File: config.mk
export PLATFORM = sky130hd
export DESIGN_NAME = serial_packet_framer_fletcher_top
export DESIGN_NICKNAME = d
export VERILOG_FILES = /design/src/sv/spf_pkg.sv /design/src/sv/spf_front.sv /design/src/sv/spf_queue.sv /design/src/sv/spf_back.sv /design/src/sv/serial_packet_framer_fletcher_top.sv
export SDC_FILE = /design/constraint.sdc
export NUM_CORES = 1
export LEC_CHECK = 0
export BUFFER_PORTS_ARGS = -buffer_cell sky130_fd_sc_hd__buf_2
export CAP_MARGIN = 20
export CORE_MARGIN = 2
export CORE_UTILIZATION = 65
export CTS_CLUSTER_DIAMETER = 40
export DETAILED_ROUTE_END_ITERATION = 8
export PLACE_DENSITY = 0.83
export SETUP_SLACK_MARGIN = 0.15
export SLEW_MARGIN = 25
export SYNTH_ARGS = -nofsm -noshare
export SYNTH_HDL_FRONTEND = slang
export SYNTH_SLANG_ARGS = --single-unit
File: constraint.sdc
create_clock -name clk -period 17.43 [get_ports clk]
set_clock_uncertainty 0.15 [all_clocks]
set_input_delay 1.743 -clock clk [delete_from_list [all_inputs] [get_ports clk]]
set_output_delay 1.743 -clock clk [all_outputs]
set_load 0.05 [all_outputs]
File: src/sv/spf_pkg.sv
// Shared types and constants for the serial packet framer.
// Used by the front end, the command queue, the back end and the top level.
package spf_pkg;

  // Header start bytes
  localparam logic [7:0] HDR_START0 = 8'hAA;
  localparam logic [7:0] HDR_START1 = 8'h55;

  // Fletcher sums run modulo this value
  localparam logic [8:0] FLETCHER_MOD = 9'd255;
  localparam logic [7:0] CHECK_BASE  = 8'hFF;

  // Configuration register indexes
  localparam int unsigned CFG_AW = 2;
  localparam logic [CFG_AW-1:0] CFG_PACKET_TYPE   = 2'd0;
  localparam logic [CFG_AW-1:0] CFG_SIZE_BYTE     = 2'd1;
  localparam logic [CFG_AW-1:0] CFG_FILLER_ENABLE = 2'd2;

  // Command queue between front and back
  localparam int unsigned QDEPTH = 4;
  localparam int unsigned QAW    = $clog2(QDEPTH);
  localparam int unsigned QCW    = $clog2(QDEPTH + 1);

  // One classified input item with the header settings captured at acceptance
  typedef struct packed {
    logic       first;
    logic [7:0] ptype;
    logic [7:0] psize;
    logic       filler;
    logic [7:0] data;
    logic       last;
  } cmd_t;

  // Back end status seen by the top level
  typedef struct packed {
    logic [7:0] fl_a;
    logic [7:0] fl_b;
  } back_stat_t;

endpackage

File: src/sv/spf_front.sv
// Front end of the framer: configuration registers, item acceptance and
// packet-start classification. Depends on spf_pkg.
module spf_front import spf_pkg::*; (
  input  logic              clk,
  input  logic              rst_n,
  input  logic              cfg_we,
  input  logic [CFG_AW-1:0] cfg_addr,
  input  logic [7:0]        cfg_wdata,
  input  logic              in_valid,
  output logic              in_ready,
  input  logic [7:0]        in_data,
  input  logic              in_last,
  input  logic              q_full,
  output logic              q_push,
  output cmd_t              q_cmd
);

  logic [7:0] ptype_r;
  logic [7:0] psize_r;
  logic       filler_r;
  logic       in_packet_r;
  logic       in_packet_nxt;

  // Accept while the queue has room
  assign in_ready = !q_full;
  assign q_push   = in_valid && in_ready;

  // Classify the item and capture the header settings
  always_comb begin
    q_cmd.first  = !in_packet_r;
    q_cmd.ptype  = ptype_r;
    q_cmd.psize  = psize_r;
    q_cmd.filler = filler_r;
    q_cmd.data   = in_data;
    q_cmd.last   = in_last;
  end

  // Track packet membership: a last item closes the packet
  always_comb begin
    in_packet_nxt = in_packet_r;
    if (q_push) begin
      in_packet_nxt = !in_last;
    end
  end

  always_ff @(posedge clk) begin
    if (!rst_n) begin
      ptype_r     <= '0;
      psize_r     <= '0;
      filler_r    <= 1'b1;
      in_packet_r <= 1'b0;
    end else begin
      in_packet_r <= in_packet_nxt;
      if (cfg_we) begin
        unique case (cfg_addr)
          CFG_PACKET_TYPE:   ptype_r  <= cfg_wdata;
          CFG_SIZE_BYTE:     psize_r  <= cfg_wdata;
          CFG_FILLER_ENABLE: filler_r <= cfg_wdata[0];
          default: ;
        endcase
      end
    end
  end

endmodule

File: src/sv/spf_queue.sv
// Short command queue that decouples the front end from the back end.
// Depends on spf_pkg for the command type and depth.
module spf_queue import spf_pkg::*; (
  input  logic clk,
  input  logic rst_n,
  input  logic push,
  input  cmd_t push_cmd,
  input  logic pop,
  output cmd_t head,
  output logic full,
  output logic empty
);

  cmd_t           mem_r [QDEPTH];
  logic [QAW-1:0] wr_ptr_r;
  logic [QAW-1:0] rd_ptr_r;
  logic [QCW-1:0] count_r;
  logic [QCW-1:0] count_nxt;
  logic           do_pop;

  assign full   = (count_r == QCW'(QDEPTH));
  assign empty  = (count_r == '0);
  assign head   = mem_r[rd_ptr_r];
  assign do_pop = pop && !empty;

  always_comb begin
    count_nxt = count_r;
    if (push && !do_pop) begin
      count_nxt = count_r + 1'b1;
    end else if (do_pop && !push) begin
      count_nxt = count_r - 1'b1;
    end
  end

  // Store entries
  always_ff @(posedge clk) begin
    if (push) begin
      mem_r[wr_ptr_r] <= push_cmd;
    end
  end

  // Advance pointers and fill count
  always_ff @(posedge clk) begin
    if (!rst_n) begin
      wr_ptr_r <= '0;
      rd_ptr_r <= '0;
      count_r  <= '0;
    end else begin
      count_r <= count_nxt;
      if (push) begin
        wr_ptr_r <= wr_ptr_r + 1'b1;
      end
      if (do_pop) begin
        rd_ptr_r <= rd_ptr_r + 1'b1;
      end
    end
  end

endmodule

File: src/sv/spf_back.sv
// Back end of the framer: byte sequencer for header, filler, payload and
// check bytes, Fletcher sums and the output register. Depends on spf_pkg.
module spf_back import spf_pkg::*; (
  input  logic       clk,
  input  logic       rst_n,
  input  cmd_t       head,
  input  logic       head_valid,
  output logic       pop,
  output logic       out_valid,
  input  logic       out_ready,
  output logic [7:0] out_data,
  output logic       out_last,
  output back_stat_t stat
);

  typedef enum logic [3:0] {
    PH_START, PH_HDR0, PH_HDR1, PH_HDR2, PH_HDR3, PH_HDR4,
    PH_FILL, PH_DATA, PH_C0, PH_C1
  } phase_t;

  phase_t     phase_r;
  phase_t     phase_nxt;
  phase_t     eff;
  logic       out_valid_r;
  logic [7:0] out_data_r;
  logic       out_last_r;
  logic [7:0] a_r;
  logic [7:0] b_r;
  logic [7:0] a_nxt;
  logic [7:0] b_nxt;
  logic [7:0] a_base;
  logic [7:0] b_base;
  logic [7:0] byte_val;
  logic [7:0] hsum;
  logic [7:0] hchk;
  logic [8:0] a_sum;
  logic [8:0] b_sum;
  logic [7:0] a_fold;
  logic [7:0] b_fold;
  logic [8:0] ab_sum;
  logic [7:0] c0;
  logic [8:0] ac_sum;
  logic [7:0] c1;
  logic       adv;

  assign adv = head_valid && (!out_valid_r || out_ready);

  // A new command starts with the header when it opens a packet
  always_comb begin
    if (phase_r == PH_START) begin
      eff = head.first ? PH_HDR0 : PH_DATA;
    end else begin
      eff = phase_r;
    end
  end

  // Header check and trailer bytes
  always_comb begin
    hsum   = HDR_START0 + HDR_START1 + head.ptype + head.psize;
    hchk   = 8'(8'd0 - hsum);
    ab_sum = {1'b0, a_r} + {1'b0, b_r};
    c0     = CHECK_BASE - ((ab_sum >= FLETCHER_MOD) ? 8'(ab_sum - FLETCHER_MOD) : ab_sum[7:0]);
    ac_sum = {1'b0, a_r} + {1'b0, c0};
    c1     = CHECK_BASE - ((ac_sum >= FLETCHER_MOD) ? 8'(ac_sum - FLETCHER_MOD) : ac_sum[7:0]);
  end

  // Select the emitted byte and the following phase
  always_comb begin
    byte_val  = 8'h00;
    phase_nxt = phase_r;
    pop       = 1'b0;
    unique case (eff)
      PH_HDR0: begin
        byte_val  = HDR_START0;
        phase_nxt = PH_HDR1;
      end
      PH_HDR1: begin
        byte_val  = HDR_START1;
        phase_nxt = PH_HDR2;
      end
      PH_HDR2: begin
        byte_val  = head.ptype;
        phase_nxt = PH_HDR3;
      end
      PH_HDR3: begin
        byte_val  = head.psize;
        phase_nxt = PH_HDR4;
      end
      PH_HDR4: begin
        byte_val  = hchk;
        phase_nxt = head.filler ? PH_FILL : PH_DATA;
      end
      PH_FILL: begin
        byte_val  = 8'h00;
        phase_nxt = PH_DATA;
      end
      PH_DATA: begin
        byte_val  = head.data;
        phase_nxt = head.last ? PH_C0 : PH_START;
        pop       = adv && !head.last;
      end
      PH_C0: begin
        byte_val  = c0;
        phase_nxt = PH_C1;
      end
      PH_C1: begin
        byte_val  = c1;
        phase_nxt = PH_START;
        pop       = adv;
      end
      default: begin
        byte_val  = 8'h00;
        phase_nxt = PH_START;
      end
    endcase
  end

  // Fold non-check bytes into Fletcher sums; headers restart, C1 clears them
  always_comb begin
    a_base = (eff == PH_HDR0) ? 8'h00 : a_r;
    b_base = (eff == PH_HDR0) ? 8'h00 : b_r;
    a_sum  = {1'b0, a_base} + {1'b0, byte_val};
    a_fold = (a_sum >= FLETCHER_MOD) ? 8'(a_sum - FLETCHER_MOD) : a_sum[7:0];
    b_sum  = {1'b0, b_base} + {1'b0, a_fold};
    b_fold = (b_sum >= FLETCHER_MOD) ? 8'(b_sum - FLETCHER_MOD) : b_sum[7:0];
    priority if (eff == PH_C1) begin
      a_nxt = 8'h00;
      b_nxt = 8'h00;
    end else if (eff == PH_C0) begin
      a_nxt = a_r;
      b_nxt = b_r;
    end else begin
      a_nxt = a_fold;
      b_nxt = b_fold;
    end
  end

  // Hold state, sums and the output register
  always_ff @(posedge clk) begin
    if (!rst_n) begin
      phase_r     <= PH_START;
      out_valid_r <= 1'b0;
      a_r         <= '0;
      b_r         <= '0;
    end else if (adv) begin
      phase_r     <= phase_nxt;
      out_valid_r <= 1'b1;
      out_data_r  <= byte_val;
      out_last_r  <= (eff == PH_C1);
      a_r         <= a_nxt;
      b_r         <= b_nxt;
    end else if (out_ready) begin
      out_valid_r <= 1'b0;
    end
  end

  assign out_valid  = out_valid_r;
  assign out_data   = out_data_r;
  assign out_last   = out_last_r;
  assign stat.fl_a  = a_r;
  assign stat.fl_b  = b_r;

endmodule

File: src/sv/serial_packet_framer_fletcher_top.sv
// Serial packet framer with header check and Fletcher-16 trailer.
// With the queue empty and the output register free, an accepted item is written
// into the queue and its first byte is then loaded into the output register.
// The back end emits one byte per cycle while a command waits and the output is free;
// a start adds the header (and filler), a last byte the check; queue holds 4 items.
// Reset (rst_n low, synchronous) empties the queue and output, zeroes the sums,
// sets packet type and size to 0 and filler enable to 1.
module serial_packet_framer_fletcher_top import spf_pkg::*; (
  input  logic              clk,
  input  logic              rst_n,
  input  logic              cfg_we,
  input  logic [CFG_AW-1:0] cfg_addr,
  input  logic [7:0]        cfg_wdata,
  input  logic              in_tvalid,
  output logic              in_tready,
  input  logic [7:0]        in_tdata,   // [7:0] payload_byte
  input  logic              in_tlast,
  output logic              out_tvalid,
  input  logic              out_tready,
  output logic [7:0]        out_tdata,  // [7:0] out_byte
  output logic              out_tlast
);

  cmd_t       push_cmd;
  cmd_t       head;
  logic       q_push;
  logic       q_pop;
  logic       q_full;
  logic       q_empty;
  back_stat_t stat;

  spf_front u_front (
    .clk      (clk),
    .rst_n    (rst_n),
    .cfg_we   (cfg_we),
    .cfg_addr (cfg_addr),
    .cfg_wdata(cfg_wdata),
    .in_valid (in_tvalid),
    .in_ready (in_tready),
    .in_data  (in_tdata),
    .in_last  (in_tlast),
    .q_full   (q_full),
    .q_push   (q_push),
    .q_cmd    (push_cmd)
  );

  spf_queue u_queue (
    .clk     (clk),
    .rst_n   (rst_n),
    .push    (q_push),
    .push_cmd(push_cmd),
    .pop     (q_pop),
    .head    (head),
    .full    (q_full),
    .empty   (q_empty)
  );

  spf_back u_back (
    .clk       (clk),
    .rst_n     (rst_n),
    .head      (head),
    .head_valid(!q_empty),
    .pop       (q_pop),
    .out_valid (out_tvalid),
    .out_ready (out_tready),
    .out_data  (out_tdata),
    .out_last  (out_tlast),
    .stat      (stat)
  );

  // Fletcher sums stay reduced below the modulus
  a_sums_reduced: assert property (@(posedge clk) disable iff (!rst_n)
    (stat.fl_a != 8'hFF) && (stat.fl_b != 8'hFF))
    else $error("fletcher sum out of range");

  // Queue is never full and empty at once
  a_queue_count: assert property (@(posedge clk) disable iff (!rst_n)
    !(q_full && q_empty))
    else $error("queue count inconsistent");

  // Reset leaves no result pending
  a_reset_clears: assert property (@(posedge clk)
    !rst_n |=> !out_tvalid)
    else $error("output valid after reset");

  // A pop only happens with a command present
  a_pop_nonempty: assert property (@(posedge clk) disable iff (!rst_n)
    q_pop |-> !q_empty)
    else $error("pop from empty queue");

endmodule

# Word level (Yosys, flattened, before mapping)
# Memories as Yosys holds them, arrays and structs flattened. A register that Yosys moved wholly into a read port is not among the register bits.
# Cells that the tools add are included.
# totals
ff_bits,55
ramBits,108
word_cells,98
n_memories,1
# mem_list
memory,depth,width,read_ports,rd_ports_with_merged_regs,write_ports,line_no,source
u_queue.mem_r,4,27,1,1,1,spf_queue.sv:14,cmd_t mem_r [QDEPTH];
# classes
addsub,17
n_lt_le_gt_ge,4
n_eq_ne,13
n_mux,25
n_reduce_logical,25
# ops
operator,count
8-bit 2-to-1 mux,10
8-bit case mux with 8 select lines,1
8-bit by 8-bit adder with 9-bit output,4
9-bit by 8-bit greater-or-equal comparator with 1-bit output (second input constant),4
4-bit case mux with 8 select lines,1
8-bit subtractor (second input constant),4
4-bit by 3-bit equality test with 1-bit output (second input constant),4
8-bit subtractor (first input constant),2
2-bit AND reduction,5
3-bit 2-to-1 mux,3
8-bit adder,1
8-bit adder (first input constant),1
4-bit by 2-bit equality test with 1-bit output (second input constant),2
4-bit equality test (second input constant),2
1-bit zero test,8
4-bit 2-to-1 mux,2
1-bit by 8-bit subtractor with 8-bit output (first input constant),1
1-bit logical AND,6
1-bit 2-to-1 mux,5
2-bit by 1-bit adder with 2-bit output (second input constant),2
4-bit by 1-bit equality test with 1-bit output (second input constant),1
4-bit zero test,1
2-bit 2-to-1 mux,2
2-bit nonzero test,2
other kinds (10),10

# Depth between registers and ports, before layout
# Gate-level depths: netlist (run 1).
# depth
depth_word,17
depth_mapped,43
mapped_depth_nobuf,42

# Modules after synthesis
# Synthesis (run 1) repeated with hierarchy kept, for this count alone.
# unflattened
hier_cells,842
hier_area_um2,9735.6
# modules_own_cells
module,instances,cells_per_inst,area_per_inst_um2,seq_area_each_um2
spf_back,1,573,4503.1,690.7
spf_queue,1,184,4419.2,3423.3
spf_front,1,84,809.5,360.3
serial_packet_framer_fletcher_top,1,1,3.8,0.0

# Worst setup path before layout (run 1)
# No wires, ideal clock.
# synth_path
kind,reg-to-reg
from,reg u_back.b_r[0]
to,reg u_back.b_r[5]
setup_time_ns,0.122
arrival_ns,9.208
t_required_ns,17.158
path_slack_ns,7.950
stages_incl_launch_ff,41
path_buffers,0
path_cell_list,dfxtp_1 ha_1 fa_1 a21o_1 a21oi_1 o21ai_1 a211oi_1 or2_2 o31a_1 xor2_1 ha_1 inv_1 fa_1 inv_1 a21oi_1 xnor2_1 nand2_1 or3_1 (+5 left out) ha_1 a211oi_4 nor4_1 o31ai_2 nand4_4 o21ai_0 xor2_1 ha_1 inv_1 fa_1 nand2b_1 a2bb2oi_2 xor2_1 nand3_1 nor4_4 o21ai_2 or2_0 a221o_1
# synth_between
elab_chain_cells,17
# synth_lines
item,line_no,source
"start, declared",spf_back.sv:28,logic [7:0] b_r;
"start signal, assigned",spf_back.sv:151,b_r <= b_nxt;
8-bit by 8-bit adder with 9-bit output *,spf_back.sv:61,"ab_sum = {1'b0, a_r} + {1'b0, b_r};"
8-bit subtractor or 9-bit by 8-bit greater-or-equal comparator with 1-bit output (tied branches),spf_back.sv:62,c0 = CHECK_BASE - ((ab_sum >= FLETCHER_MOD) ? 8'(ab_sum - FLETCHER_MOD) : ab_sum[7:0]);
8-bit 2-to-1 mux *,spf_back.sv:62,
8-bit subtractor *,spf_back.sv:62,
8-bit by 8-bit adder with 9-bit output,spf_back.sv:63,"ac_sum = {1'b0, a_r} + {1'b0, c0};"
8-bit subtractor or 9-bit by 8-bit greater-or-equal comparator with 1-bit output (tied branches),spf_back.sv:64,c1 = CHECK_BASE - ((ac_sum >= FLETCHER_MOD) ? 8'(ac_sum - FLETCHER_MOD) : ac_sum[7:0]);
8-bit 2-to-1 mux,spf_back.sv:64,
8-bit subtractor,spf_back.sv:64,
(+1 left out),--,
net u_back.byte_val[1],spf_back.sv:33,logic [7:0] byte_val;
8-bit by 8-bit adder with 9-bit output *,spf_back.sv:122,"a_sum = {1'b0, a_base} + {1'b0, byte_val};"
8-bit subtractor or 9-bit by 8-bit greater-or-equal comparator with 1-bit output (tied branches),spf_back.sv:123,a_fold = (a_sum >= FLETCHER_MOD) ? 8'(a_sum - FLETCHER_MOD) : a_sum[7:0];
8-bit 2-to-1 mux *,spf_back.sv:123,
8-bit by 8-bit adder with 9-bit output *,spf_back.sv:124,"b_sum = {1'b0, b_base} + {1'b0, a_fold};"
8-bit subtractor or 9-bit by 8-bit greater-or-equal comparator with 1-bit output (tied branches),spf_back.sv:125,b_fold = (b_sum >= FLETCHER_MOD) ? 8'(b_sum - FLETCHER_MOD) : b_sum[7:0];
8-bit 2-to-1 mux *,spf_back.sv:125,
8-bit 2-to-1 mux *,spf_back.sv:129,end else if (eff == PH_C0) begin
8-bit 2-to-1 mux *,spf_back.sv:126,priority if (eff == PH_C1) begin
# Mark *: on every way through the listed nets, which the timed path passes. The rest lies on a longest branch. The select of a mux whose other input is x is not followed.
# A chain may end at the register's enable or synchronous reset.

# Worst setup path in the final report (run 1)
# layout_path
from,reg u_back.a_r[3]
to,reg u_back.b_r[5]
# layout_between
elab_chain_cells,17
# layout_lines
item,line_no,source
"start, declared",spf_back.sv:27,logic [7:0] a_r;
"start signal, assigned",spf_back.sv:150,a_r <= a_nxt;
8-bit by 8-bit adder with 9-bit output,spf_back.sv:61,
9-bit by 8-bit greater-or-equal comparator with 1-bit output or 8-bit subtractor (tied branches),spf_back.sv:62,
8-bit 2-to-1 mux,spf_back.sv:62,
8-bit subtractor,spf_back.sv:62,
8-bit by 8-bit adder with 9-bit output,spf_back.sv:63,
8-bit subtractor or 9-bit by 8-bit greater-or-equal comparator with 1-bit output (tied branches),spf_back.sv:64,
8-bit 2-to-1 mux,spf_back.sv:64,
8-bit subtractor,spf_back.sv:64,
(+1 left out),--,
net u_back.byte_val[1],spf_back.sv:33,
8-bit by 8-bit adder with 9-bit output *,spf_back.sv:122,
8-bit subtractor or 9-bit by 8-bit greater-or-equal comparator with 1-bit output (tied branches),spf_back.sv:123,
8-bit 2-to-1 mux *,spf_back.sv:123,
8-bit by 8-bit adder with 9-bit output *,spf_back.sv:124,
8-bit subtractor or 9-bit by 8-bit greater-or-equal comparator with 1-bit output (tied branches),spf_back.sv:125,
8-bit 2-to-1 mux *,spf_back.sv:125,
8-bit 2-to-1 mux *,spf_back.sv:129,
8-bit 2-to-1 mux *,spf_back.sv:126,
# Marks and branches as above.

==> results of run 1 <==
## critical path, delay by kind of cell, from the launching register on
kind	cells	cell delay, ns
mux	1	0.41
buf+inv	3	0.20
compound gates	16	4.50
simple gates	8	1.76
xor+xnor	4	1.09
flops	1	0.71
fa+ha+maj	6	1.99
## cell usage in the layout, fill, tap and decap left out, types with 8 or more instances in the layout
cell type | netlist | routed
edfxtp_1 | 117 | 117
nand2_1 | 55 | 55
ha_1 | 53 | 53
dfxtp_1 | 48 | 47
nor2_1 | 46 | 46
inv_1 | 42 | 42
a21oi_1 | 39 | 38
nor2b_1 | 35 | 35
buf_2 | 2 | 34
o21ai_0 | 28 | 28
and2_1 | 26 | 26
xnor2_1 | 25 | 25
mux2i_1 | 25 | 25
mux4_2 | 24 | 24
xor2_1 | 24 | 24
nor3_1 | 20 | 20
clkbuf_16 | 0 | 17
nand3_1 | 16 | 16
a21o_1 | 12 | 12
a22oi_1 | 10 | 10
a221oi_1 | 10 | 10
nand2b_1 | 8 | 8
a211oi_1 | 8 | 8
## final cells by class
type / count / share of cell area, %
Multi-Input combinational cell: 601 / 46.2
Sequential cell: 165 / 42.2
Clock buffer: 18 / 4.05
Tap cell: 184 / 2.17
Timing Repair Buffer: 41 / 2.10
Clock inverter: 14 / 1.75
Inverter: 43 / 1.54
## path summary, 6_finish.rpt
path	from	to	slack (ns)
max	u_back.a_r[3]$_SDFFE_PN0P_	u_back.b_r[5]$_SDFFE_PN0P_	6.49
min	u_back.b_r[6]$_SDFFE_PN0P_	u_back.b_r[6]$_SDFFE_PN0P_	0.33
max reg2reg	u_back.a_r[3]$_SDFFE_PN0P_	u_back.b_r[5]$_SDFFE_PN0P_	6.49
min reg2reg	u_back.b_r[6]$_SDFFE_PN0P_	u_back.b_r[6]$_SDFFE_PN0P_	0.33
## cell usage after synthesis (6+ instances only)
cell type / number / area (µm²)
a211oi_1: 8 / 60.1
a21o_1: 12 / 90.1
a21oi_1: 39 / 195
a221oi_1: 10 / 87.6
a22oi_1: 10 / 75.1
and2_1: 26 / 163
and3_1: 7 / 43.8
clkbuf_1: 21 / 78.8
dfxtp_1: 48 / 961
edfxtp_1: 117 / 3510
fa_1: 6 / 120
ha_1: 53 / 663
inv_1: 42 / 158
mux2i_1: 25 / 250
mux4_2: 24 / 541
nand2_1: 55 / 206
nand2b_1: 8 / 50.1
nand3_1: 16 / 80.1
nor2_1: 46 / 173
nor2b_1: 35 / 219
nor3_1: 20 / 100
o211ai_1: 6 / 45.0
o21ai_0: 28 / 140
o21ai_1: 7 / 35.0
or3_1: 6 / 37.5
xnor2_1: 25 / 219
xor2_1: 24 / 210
## cell families (layout without fill, tap and decap cells)
kind of cell | Yosys count | after routing | share of synthesized area (%)
xor gates and xnor gates | 52 | 52 | 5.02
muxes | 55 | 55 | 9.37
adders and majority gates | 60 | 60 | 8.24
buffers and inverters | 72 | 116 | 2.92
DFF | 165 | 165 | 46.4
and+or+nand+nor | 252 | 252 | 14.2
AOI/OAI and AO/OA | 182 | 182 | 13.8
## metrics by stage
step | util (%) | hold slack (ns) | instance area, µm² | cells
floorplan | - | 0.290 | 9640 | 838
global placement | 68.6 | 0.319 | 9980 | 1034
detailed placement | 68.6 | 0.327 | 9980 | 1034
CTS | 72.9 | 0.336 | 10600 | 1066
global route | 72.9 | 0.373 | 10600 | 1066
finish | 72.9 | 0.327 | 10600 | 1066
## state kept, by name, indices dropped and copies added, names as in the netlist, 2 cells and up, named ones only
name              flops
u_front.ptype_r       8
u_back.out_data       8
u_queue.count_r       3
u_queue.wr_ptr_r      2
u_front.psize_r       8
u_back.b_r            8
u_queue.rd_ptr_r      2
u_back.a_r            8
u_back.phase_r        4
u_queue.mem_r       108
## per-layer routing
metal,wire length (µm),share of wire (%),global-route usage (%)
met1,8690,40,35.3
met2,11400,52,50.0
met3,1220,5.6,4.93
met4,471,2.2,10.7
met5,0,0,0
==> impl_metrics.py, run 1 <==
metrics = {
    "run_status": {
        "run_status": "finished, final reports clean",
    },
    "timing": {
        "grt_setup_unrepaired": "no",
        "post-route-period-util_pct": 62.8,
        "setup_tns_ns": 0,
        "worst_pin_slew_ns": 0.999,
        "setup_viol": 0,
        "max_freq_mhz": 91.4,
        "slew_violations": 0,
        "hold_viol_final": 0,
        "fin_crit_ns": 10.94,
        "timing.final.ws_setup_ns": 6.49,
        "relSlewSlack_pct": 32.9,
    },
    "global_route": {
        "gr-total-overflow": 0,
        "grt_start_max_net_pins": 43,
        "grt_pass1_vias": 6865,
        "grt_pass1_wl_mm": 35.2,
        "grt_use_total_pct": 28.4,
        "grt_antenna_before_repair": 0,
    },
    "routing": {
        "via_per_inst": 6.48,
        "drc_errors": 0,
        "post_drt_wl_per_cell_um": 20.5,
        "dr.pass1.iters": 5,
        "drt_iter0_drc": 692,
        "routed_wl_mm": 21.8,
        "vias": 6905,
        "drtAntennaViolNets": 0,
    },
    "synth": {
        "synthFlopType": "edfxtp_1",
        "syn-num-nets": 921,
        "yosysSeqAreaShare_pct": 46.4,
        "yosysUniqueCellTypes": 91,
        "syn_area_per_cell_um2": 11.5,
        "synth-edff-count": 117,
        "async_flop_share_pct": 0,
        "ys_seq_elements": 165,
        "syn_area_um2": 9640,
        "synth_cells": 838,
        "yosysWarningCount": 0,
    },
    "floorplan": {
        "die_h_um": 126,
        "boundaryPins": 35,
        "core_um2": 14500,
        "start_util_pct": 66.3,
        "num_rows": 44,
        "die_width_um": 126,
        "die_area_um2": 15800,
    },
    "layout": {
        "nFillCells": 972,
        "areaGrowthSynthToFinish_pct": 9.89,
        "nNetsFinal": 952,
        "antenna_cells": 0,
        "layout-drive-gt1-share_pct": 15.5,
        "ff_latch_area_um2": 4480,
        "multi_input_area_um2": 4890,
    },
    "clock_tree": {
        "clockBufferDepth": 2,
        "clkLatencyLatePin_ns": 0.43,
        "ctsHoldBuffers": 0,
        "htreeDepth": 4,
        "post_cts_buffers": 0,
        "cts_sinks": 165,
        "clk_pin_slew_worst_paths_ns": 0.07,
        "cts_root_buffer": "clkbuf_16",
        "cts_buffers": 17,
        "cts_resized": 0,
        "cts_tree": "built",
    },
    "worst_setup_path": {
        "path_class": "reg -> reg",
        "worst_path_most_repeated_cell": "ha_1",
        "worstPathMaxFanout": 17,
        "worstSetupEndpointType": "flip-flop",
        "cp-start-kind": "flip-flop",
        "cp_data_arrival_time_ns": 11.11,
        "cp_slowest_stage_delay_ns": 0.71,
        "cp_slowest_cell": "dfxtp_1",
        "critPathRequiredTime_ns": 17.60,
        "r2r_cells": 38,
    },
    "worst_hold_path": {
        "hold_depth": 2,
        "hp-class": "reg -> reg",
    },
    "placement": {
        "post-dp-hpwl_mm": 15.6,
        "io_buffer_count": 34,
        "place_congestion": 0.987,
        "dp_slack_ns": 6.45,
    },
    "flow_run": {
        "max_cap_viol_count": 0,
    },
}
Power of run 1 is left out: the tool's default activity adds up to more than one toggle a clock period on the data nets, which glitch-free logic cannot reach.
==> inputs of run 2 (changes only) <==
--- a/config.mk
+++ b/config.mk
@@ -8,10 +8,10 @@
 export BUFFER_PORTS_ARGS = -buffer_cell sky130_fd_sc_hd__buf_2
 export CAP_MARGIN = 20
 export CORE_MARGIN = 2
-export CORE_UTILIZATION = 65
+export CORE_UTILIZATION = 57
 export CTS_CLUSTER_DIAMETER = 40
 export DETAILED_ROUTE_END_ITERATION = 8
-export PLACE_DENSITY = 0.83
+export PLACE_DENSITY = 0.77
 export SETUP_SLACK_MARGIN = 0.15
 export SLEW_MARGIN = 25
 export SYNTH_ARGS = -nofsm -noshare
==> constraint.sdc (replaced) <==
create_clock -name clk -period 9.1 [get_ports clk]
set_clock_uncertainty 0.15 [all_clocks]
set_input_delay 0.91 -clock clk [delete_from_list [all_inputs] [get_ports clk]]
set_output_delay 0.91 -clock clk [all_outputs]
set_load 0.05 [all_outputs]
==> run 2 against run 1 <==
The flow now finishes with violations (setup timing). Non-clock buffer count increased by 128. Worst setup slack worse by 6.8 ns. Via count rose by 9.9%. Hold slack gained 0.021 ns. Largest cell class unchanged. Highest routed layer unchanged.
==> impl_metrics.py, run 2 (synthesis results as in run 1) <==
metrics = {
    "floorplan": {
        "num_rows": 47,
        "boundaryPins": 35,
        "core_um2": 16600,
        "die_area_um2": 18000,
        "die_width_um": 134,
        "die_h_um": 134,
        "start_util_pct": 58.1,
    },
    "layout": {
        "fin_util_pct": 73.3,
        "antenna_cells": 0,
        "multi_input_area_um2": 5420,
        "final_cell_mix": "buf_4, edfxtp_1, nand2_1",
        "layout-drive-gt1-share_pct": 33.6,
        "instances_no_fill": 1230,
        "areaGrowthSynthToFinish_pct": 26.0,
        "fin_area_um2": 12200,
        "largest_reg_flops": 108,
        "nNetsFinal": 1080,
        "layout_commonest_cell": "buf_4",
        "nFillCells": 1081,
        "ff_latch_area_um2": 4480,
        "top_register": "u_queue.mem_r",
    },
    "flow_run": {
        "max_cap_viol_count": 0,
    },
    "worst_hold_path": {
        "hp-class": "reg -> reg",
    },
    "worst_setup_path": {
        "cp_slowest_cell": "o41ai_4",
        "cp_slowest_stage_delay_ns": 0.42,
        "worstPathMaxFanout": 5,
        "cp-start-kind": "flip-flop",
        "path_class": "reg -> reg",
        "worstSetupEndpointType": "flip-flop",
        "critPathRequiredTime_ns": 9.27,
        "cp_data_arrival_time_ns": 9.55,
    },
    "timing": {
        "post-route-period-util_pct": 103,
        "relSlewSlack_pct": 36.9,
        "fin_crit_ns": 9.38,
        "worst_pin_slew_ns": 0.944,
        "slew_violations": 0,
        "max_freq_mhz": 107,
        "grt_setup_unrepaired": "yes",
        "hold_viol_final": 0,
        "setup_viol": 8,
        "timing.final.ws_setup_ns": -0.283,
    },
    "run_status": {
        "violations": "setup timing",
        "run_status": "finished, violations left",
    },
    "clock_tree": {
        "htreeDepth": 4,
        "clockBufferDepth": 2,
        "cts_tree": "built",
        "clkLatencyLatePin_ns": 0.44,
        "cts_sinks": 165,
        "cts_root_buffer": "clkbuf_16",
        "ctsHoldBuffers": 0,
        "clk_pin_slew_worst_paths_ns": 0.06,
        "cts_buffers": 17,
    },
    "routing": {
        "drtAntennaViolNets": 0,
        "vias": 7587,
        "via_per_inst": 6.17,
        "drc_errors": 0,
        "dr.pass1.iters": 5,
        "drt_iter0_drc": 524,
        "post_drt_wl_per_cell_um": 20.6,
        "routed_wl_mm": 25.3,
    },
    "placement": {
        "place_congestion": 0.968,
        "post-dp-hpwl_mm": 17.3,
        "postPlaceCellArea_um2": 10800,
        "dp.cells": 1153,
        "io_buffer_count": 34,
    },
    "global_route": {
        "grt_use_total_pct": 29.1,
        "grt_pass1_vias": 7862,
        "grt_start_max_net_pins": 43,
        "grt_antenna_before_repair": 0,
        "grt_pass1_wl_mm": 39.9,
        "gr-total-overflow": 0,
    },
}
==> run 2: path summary, 6_finish.rpt <==
| path | start | to | slack (ns) | cells past startpoint |
|---|---|---|---|---|
| worst max register to register | u_back.a_r[0]$_SDFFE_PN0P_ | u_back.b_r[5]$_SDFFE_PN0P_ | -0.28 | 43 |
| worst min register to register | u_back.b_r[6]$_SDFFE_PN0P_ | u_back.b_r[6]$_SDFFE_PN0P_ | 0.35 | 2 |
| worst max-delay path | u_back.a_r[0]$_SDFFE_PN0P_ | u_back.b_r[5]$_SDFFE_PN0P_ | -0.28 | 43 |
| worst min-delay path | u_back.b_r[6]$_SDFFE_PN0P_ | u_back.b_r[6]$_SDFFE_PN0P_ | 0.35 | 2 |
==> run 2: area by class of cell <==
type / instances / share of cell area (%)
Clock buffer: 17 / 3.50
Clock inverter: 15 / 1.52
Inverter: 43 / 1.34
Multi-Input combinational cell: 601 / 44.6
Sequential cell: 165 / 36.9
Tap cell: 220 / 2.27
Timing Repair Buffer: 169 / 9.90
==> run 2: per-stage QoR <==
stage / hold slack, ns / setup slack [ns] / TNS (ns)
after floorplan: 0.290 / 0.0130 / 0
after global placement: 0.326 / -0.0646 / -0.261
after detailed placement: 0.335 / -0.418 / -2.35
after CTS: 0.346 / 0.123 / 0
after global routing: 0.378 / -0.673 / -4.72
final: 0.348 / -0.283 / -1.47
==> run 2: what timing repair did <==
action                                 in CTS  in global routing
pin swaps                                  37                 25
setup endpoints to repair                   8                  8
resized for setup                          52                 23
setup buffers                              34                 11
endpoints found under the hold margin       0                  0
==> run 2: layer usage <==
| layer | share of wire (%) | global-route usage [%] |
|---|---|---|
| met1 | 37 | 32.5 |
| met2 | 53 | 52.7 |
| met3 | 5.8 | 6.24 |
| met4 | 4.2 | 13.9 |
| met5 | 0 | 0 |
==> run 2: worst max-delay path: cells and delay by family, from the launching register on <==
kind | cells | cell delay, ns
AND/OR/NAND/NOR | 9 | 1.89
buffers and inverters | 6 | 0.66
XOR/XNOR | 5 | 1.01
flip-flops | 1 | 0.33
AO/OA/AOI/OAI | 16 | 3.25
adder cells (fa/ha/maj) | 7 | 1.95
Power of run 2 is left out for the same reason.
